--- src/sv/spi_pkg.sv ---
`timescale 1ns / 1ps
package spi_pkg;

    // default configuration
    localparam int ADDR_BITS_DEF   = 16;
    localparam int SLICE_SLOTS_DEF = 255;
    localparam int NUM_REGS_DEF    = 16;

    // stream widths
    localparam int IN_DATA_W  = 24;
    localparam int IN_USER_W  = 2;
    localparam int OUT_DATA_W = 32;

    // action codes
    localparam logic [1:0] ACT_WRITE = 2'd0;
    localparam logic [1:0] ACT_READ  = 2'd1;
    localparam logic [1:0] ACT_RUN   = 2'd2;
    localparam logic [1:0] ACT_NONE  = 2'd3;

    // opcode groups (opcode bits 7:2, ALU by bits 7:4)
    localparam logic [7:0] OP_BRK    = 8'h00;
    localparam logic [5:0] OPG_LDZ   = 6'h04;
    localparam logic [5:0] OPG_LDA   = 6'h05;
    localparam logic [5:0] OPG_STZ   = 6'h08;
    localparam logic [5:0] OPG_STA   = 6'h09;
    localparam logic [3:0] OPG_ALU   = 4'h3;
    localparam logic [5:0] OPG_SLOT  = 6'h10;
    localparam logic [5:0] OPG_FLAG  = 6'h11;
    localparam logic [5:0] OPG_BR    = 6'h12;

    // branch conditions
    localparam logic [1:0] BR_ALWAYS = 2'd0;
    localparam logic [1:0] BR_NEVER  = 2'd1;
    localparam logic [1:0] BR_ZERO   = 2'd2;
    localparam logic [1:0] BR_CARRY  = 2'd3;

    // alu operations
    localparam logic [2:0] ALU_ADD = 3'd0;
    localparam logic [2:0] ALU_SUB = 3'd1;
    localparam logic [2:0] ALU_MUL = 3'd2;
    localparam logic [2:0] ALU_SHL = 3'd3;
    localparam logic [2:0] ALU_SHR = 3'd4;
    localparam logic [2:0] ALU_AND = 3'd5;
    localparam logic [2:0] ALU_OR  = 3'd6;
    localparam logic [2:0] ALU_XOR = 3'd7;

    typedef struct packed {
        logic [2:0]  op;
        logic [15:0] a;
        logic [15:0] b;
        logic        same;
    } t_alu_req;

    typedef struct packed {
        logic [15:0] res;
        logic        zero;
        logic        carry;
        logic        carry_upd;
    } t_alu_rsp;

endpackage

--- src/sv/spi_alu.sv ---
`timescale 1ns / 1ps
module spi_alu (
    input  logic              i_clk,
    input  spi_pkg::t_alu_req i_req,
    output spi_pkg::t_alu_rsp o_rsp
);
    import spi_pkg::*;

    logic [15:0] n_res;
    logic [15:0] r_res;
    logic [15:0] r_b;
    logic [2:0]  r_op;
    logic        r_same;

    // operation select
    always_comb begin
        case (i_req.op)
            ALU_ADD: n_res = i_req.a + i_req.b;
            ALU_SUB: n_res = i_req.a - i_req.b;
            ALU_MUL: n_res = i_req.a * i_req.b;
            ALU_SHL: n_res = (i_req.b[15:4] != 12'd0) ? 16'd0 : (i_req.a << i_req.b[3:0]);
            ALU_SHR: n_res = (i_req.b[15:4] != 12'd0) ? 16'd0 : (i_req.a >> i_req.b[3:0]);
            ALU_AND: n_res = i_req.a & i_req.b;
            ALU_OR:  n_res = i_req.a | i_req.b;
            default: n_res = i_req.a ^ i_req.b;
        endcase
    end

    // result register
    always_ff @(posedge i_clk) begin
        r_res  <= n_res;
        r_b    <= i_req.b;
        r_op   <= i_req.op;
        r_same <= i_req.same;
    end

    // flags against the source as it reads after write-back
    always_comb begin
        o_rsp.res       = r_res;
        o_rsp.zero      = (r_res == 16'd0);
        o_rsp.carry_upd = (r_op == ALU_ADD) || (r_op == ALU_SUB) || (r_op == ALU_MUL);
        if (r_same) begin
            o_rsp.carry = 1'b0;
        end else if (r_op == ALU_SUB) begin
            o_rsp.carry = (r_res > r_b);
        end else begin
            o_rsp.carry = (r_res < r_b);
        end
    end

endmodule

--- config.mk ---
export PLATFORM = sky130hd
export DESIGN_NAME = spi_alu
export DESIGN_NICKNAME = d
export VERILOG_FILES = /design/src/sv/spi_pkg.sv /design/src/sv/spi_alu.sv
export SDC_FILE = /design/constraint.sdc
export NUM_CORES = 1
export LEC_CHECK = 0
export ABC_AREA = 1
export CAP_MARGIN = 10
export CORE_MARGIN = 2
export CORE_UTILIZATION = 45
export CTS_CLUSTER_SIZE = 25
export DETAILED_ROUTE_END_ITERATION = 12
export DONT_BUFFER_PORTS = 1
export GPL_ROUTABILITY_DRIVEN = 0
export PLACE_DENSITY_LB_ADDON = 0.1
export SLEW_MARGIN = 20
export SYNTH_ARGS = -nofsm -noshare
export SYNTH_HDL_FRONTEND = slang
export SYNTH_SLANG_ARGS = --single-unit
--- constraint.sdc ---
create_clock -name i_clk -period 15.7 [get_ports i_clk]
set_input_delay 3.14 -clock i_clk [delete_from_list [all_inputs] [get_ports i_clk]]
set_output_delay 3.14 -clock i_clk [all_outputs]
set_load 0.005 [all_outputs]
==> flow_summary.toml <==
[clocking]
clock_tree.buffer_depth = 2
cts_resized = 0
cts_num_sinks = 36
htree_num_levels = 2
master_cell_of_the_clock_root_buffer = "clkbuf_16"
cts_tree = "built"
cts_made_buffers = 5
postCtsSetupRepairBufs = 0
ctsHoldBuffers = 0
worst_setup_hold_path_clk_slew_ns = 0.06

[power]
worst_vdd_ir_v = 0.00006860
power_density_nw_per_um2 = 116.1
leakagePower_nw = 5.149

[hold_path]
endpoint_of_the_worst_hold_path = "r_op[2]$_DFF_P_"
holdPathStages = 0
min-delay-path-class = "input pin to flip-flop"
holdCritStartpoint = "i_req[35]"

[sta]
post-route-period-util_pct = 49.24
setup_tns_ns = 0
hold_viol_final = 0
finalSetupViolations = 0
whs_ns = 2.870
final_period_demand_of_the_worst_path_ns = 7.731
fmaxAchievable_ghz = 0.1293
grt_setup_unrepaired = "false"
max-slew-margin-rel_pct = 57.22
timing_worst_slew_pin_value_ns = 0.6410
fin_ws_ns = 7.969
finalMaxSlewViolations = 0

[finish]
final_layout_size_suffix_gt1_share_pct = 3.209
num_antenna_cells = 0
layoutNonFillerInstCount = 1574
final_cell_area_um2 = 9052
net_count_reported_at_finish = 1540
area.growth.synth_to_final_pct = 3.431
layout_filler_cell_count = 2116

[global_routing]
globalRouteOverflowTotal = 0
grt_antenna_before_repair = 0
grt_pass1_wl_um = 46730
grt_start_max_net_pins = 46
overall_global_routing_usage_pct = 30.04
first_global_vias = 8271

[detailed_routing]
dr.first_iter.drc_count = 685
dr_vias = 8509
avgViaCountPerCell = 5.406
drt-wirelength-per-cell_um = 18.89
drt_drc_violations_left = 0
wl_um = 29730
drt.antenna.violating_nets = 0
drt-pass1-iter-count = 5

[floorplanning]
placementRows = 51
io_pins = 56
die-area_um2 = 20580
initial_standard_cell_utilization_of_the_core_pct = 45.42
width_of_the_chip_um = 143.5
core_area_um2 = 19270
die_y_um = 143.5

[worst_setup_path]
worst_ep_arrival_ns = 7.90
critical_path.startpoint_type = "input pin"
critical_path_peak_fanout = 13
cp-end-kind = "flip-flop"
setup.worst_path.class = "input pin to flip-flop"
critical_path_required_ns = 15.87

[placement]
post-place-cells = 1566
placed_cell_area_um2 = 8907
pre_cts_slack_ns = 7.702
place.port_buffers = 0
place_hpwl_um = 23210

[job]
maxCapViolations = 0

[synthesis]
ys_seq_area_share_pct = 8.234
postSynthNetCount = 1576
mappedNetlistArea_um2 = 8752
synth_cell_type_count = 52
post_synth_inst_count = 1344
yosysWarnings = 0
syn_area_per_cell_um2 = 6.512
postSynthRegisterBits = 36

[status]
run_status = "finished clean"
area by class of cell:
cell class	instances	area (um^2)	area share (%)
Multi-Input combinational cell	937	6608	72.99
Inverter	324	1217	13.45
Sequential cell	36	720.7	7.961
Tap cell	265	331.6	3.663
Clock buffer	6	128.9	1.424
Timing Repair Buffer	4	30.03	0.3317
Clock inverter	2	16.27	0.1797
state kept, by name (all words and copies together), names as in the netlist:
signal	count
r_same	1
r_op	3
r_b	16
r_res	16
worst max-delay path, stage by stage:
cell and delay [ns]:
ha_1 0.21, fa_1 0.49, inv_1 0.05, fa_1 0.47
inv_1 0.05, fa_1 0.48, fa_1 0.50, fa_1 0.49
inv_1 0.05, fa_1 0.48, inv_1 0.04, ha_1 0.31
inv_1 0.15, o21ai_0 0.11, a31oi_1 0.20, nand3_1 0.11
nand2_1 0.09, nand2_1 0.06, a21oi_1 0.16, nand3_1 0.10
nand3_1 0.09, nand4_1 0.07
metrics by stage:
stage | util (%) | power [mW]
finish | 46.97 | 1.051
detailed placement | 46.22 | 0.9439
global placement | 46.22 | 0.9322
global route | 46.97 | 1.186
CTS | 46.97 | 1.053
floorplan | - | 0.7392
cell usage after synthesis (all sizes together):
cell	count	area [um^2]
o22ai	6	37.54
buf	18	97.59
nand4	14	87.58
and3	1	6.260
nand2	327	1240
or2	8	50.05
a21boi	2	15.01
nor2	67	256.5
o31a	1	8.760
mux2i	1	10.01
nand3	57	290.3
o21bai	1	7.510
a211oi	1	7.510
a221oi	1	8.760
xor2	20	175.2
nand3b	2	15.01
o21ai	89	445.4
a31oi	10	62.56
clkbuf	29	108.9
o2111ai	5	43.79
nor4	6	43.79
xnor2	5	43.79
clkinv	3	12.51
a2111oi	1	8.760
o211ai	12	90.09
inv	321	1205
nor3	23	152.7
fa	81	1622
dfxtp	36	720.7
ha	114	1426
a21o	3	22.52
a41oi	3	26.28
o221ai	2	17.52
o21a	5	37.54
o31ai	1	7.510
a21oi	67	335.3
or3	1	6.260
kinds of logic (layout without fill, tap and decap cells):
kind of cell	count (synthesis)	in the layout	share of synthesized area, %
flip-flops	36	36	8.234
AND/OR/NAND/NOR	506	506	24.55
adder cells (fa/ha/maj)	195	195	34.82
AO/OA/AOI/OAI	210	210	13.51
buffers and inverters	371	336	16.27
XOR/XNOR	25	25	2.502
multiplexers	1	1	0.1144
report_power, final:
group	total (mW)	internal (mW)	switching (mW)
combinational	0.818	0.304	0.514
sequential	0.131	0.108	0.0227
clock	0.103	0.0592	0.0436
total	1.05	0.471	0.580
layout by cell type, fill, tap and decap left out, drive strengths merged, types with 5 or more instances in the layout:
cell type / n
nand3: 57
nand4: 14
a21oi: 67
or2: 8
inv: 321
xor2: 20
nor3: 23
ha: 114
a31oi: 10
o21ai: 89
o22ai: 6
dfxtp: 36
fa: 81
o211ai: 12
nand2: 327
clkbuf: 6
xnor2: 5
o2111ai: 5
o21a: 5
nor4: 6
nor2: 67
routing by layer:
metal	vias to the layer above	wire length (um)	GRT usage (%)
li1	4107	-	-
met1	3981	12610	40.15
met2	375	13350	49.60
met3	46	2959	6.165
met4	0	811	7.688
met5	-	0	0
worst max path at each step:
stage	start	end	slack (ns)	cells past startpoint
finish	i_req[7]	r_res[15]$_DFF_P_	7.97	22
global route	i_req[7]	r_res[15]$_DFF_P_	7.69	23
CTS	i_req[7]	r_res[15]$_DFF_P_	8.00	22
floorplan	i_req[2]	r_res[15]$_DFF_P_	7.32	24
global placement	i_req[7]	r_res[15]$_DFF_P_	7.80	22
detailed placement	i_req[7]	r_res[15]$_DFF_P_	7.70	22
Power figures use the tool's default switching activity.
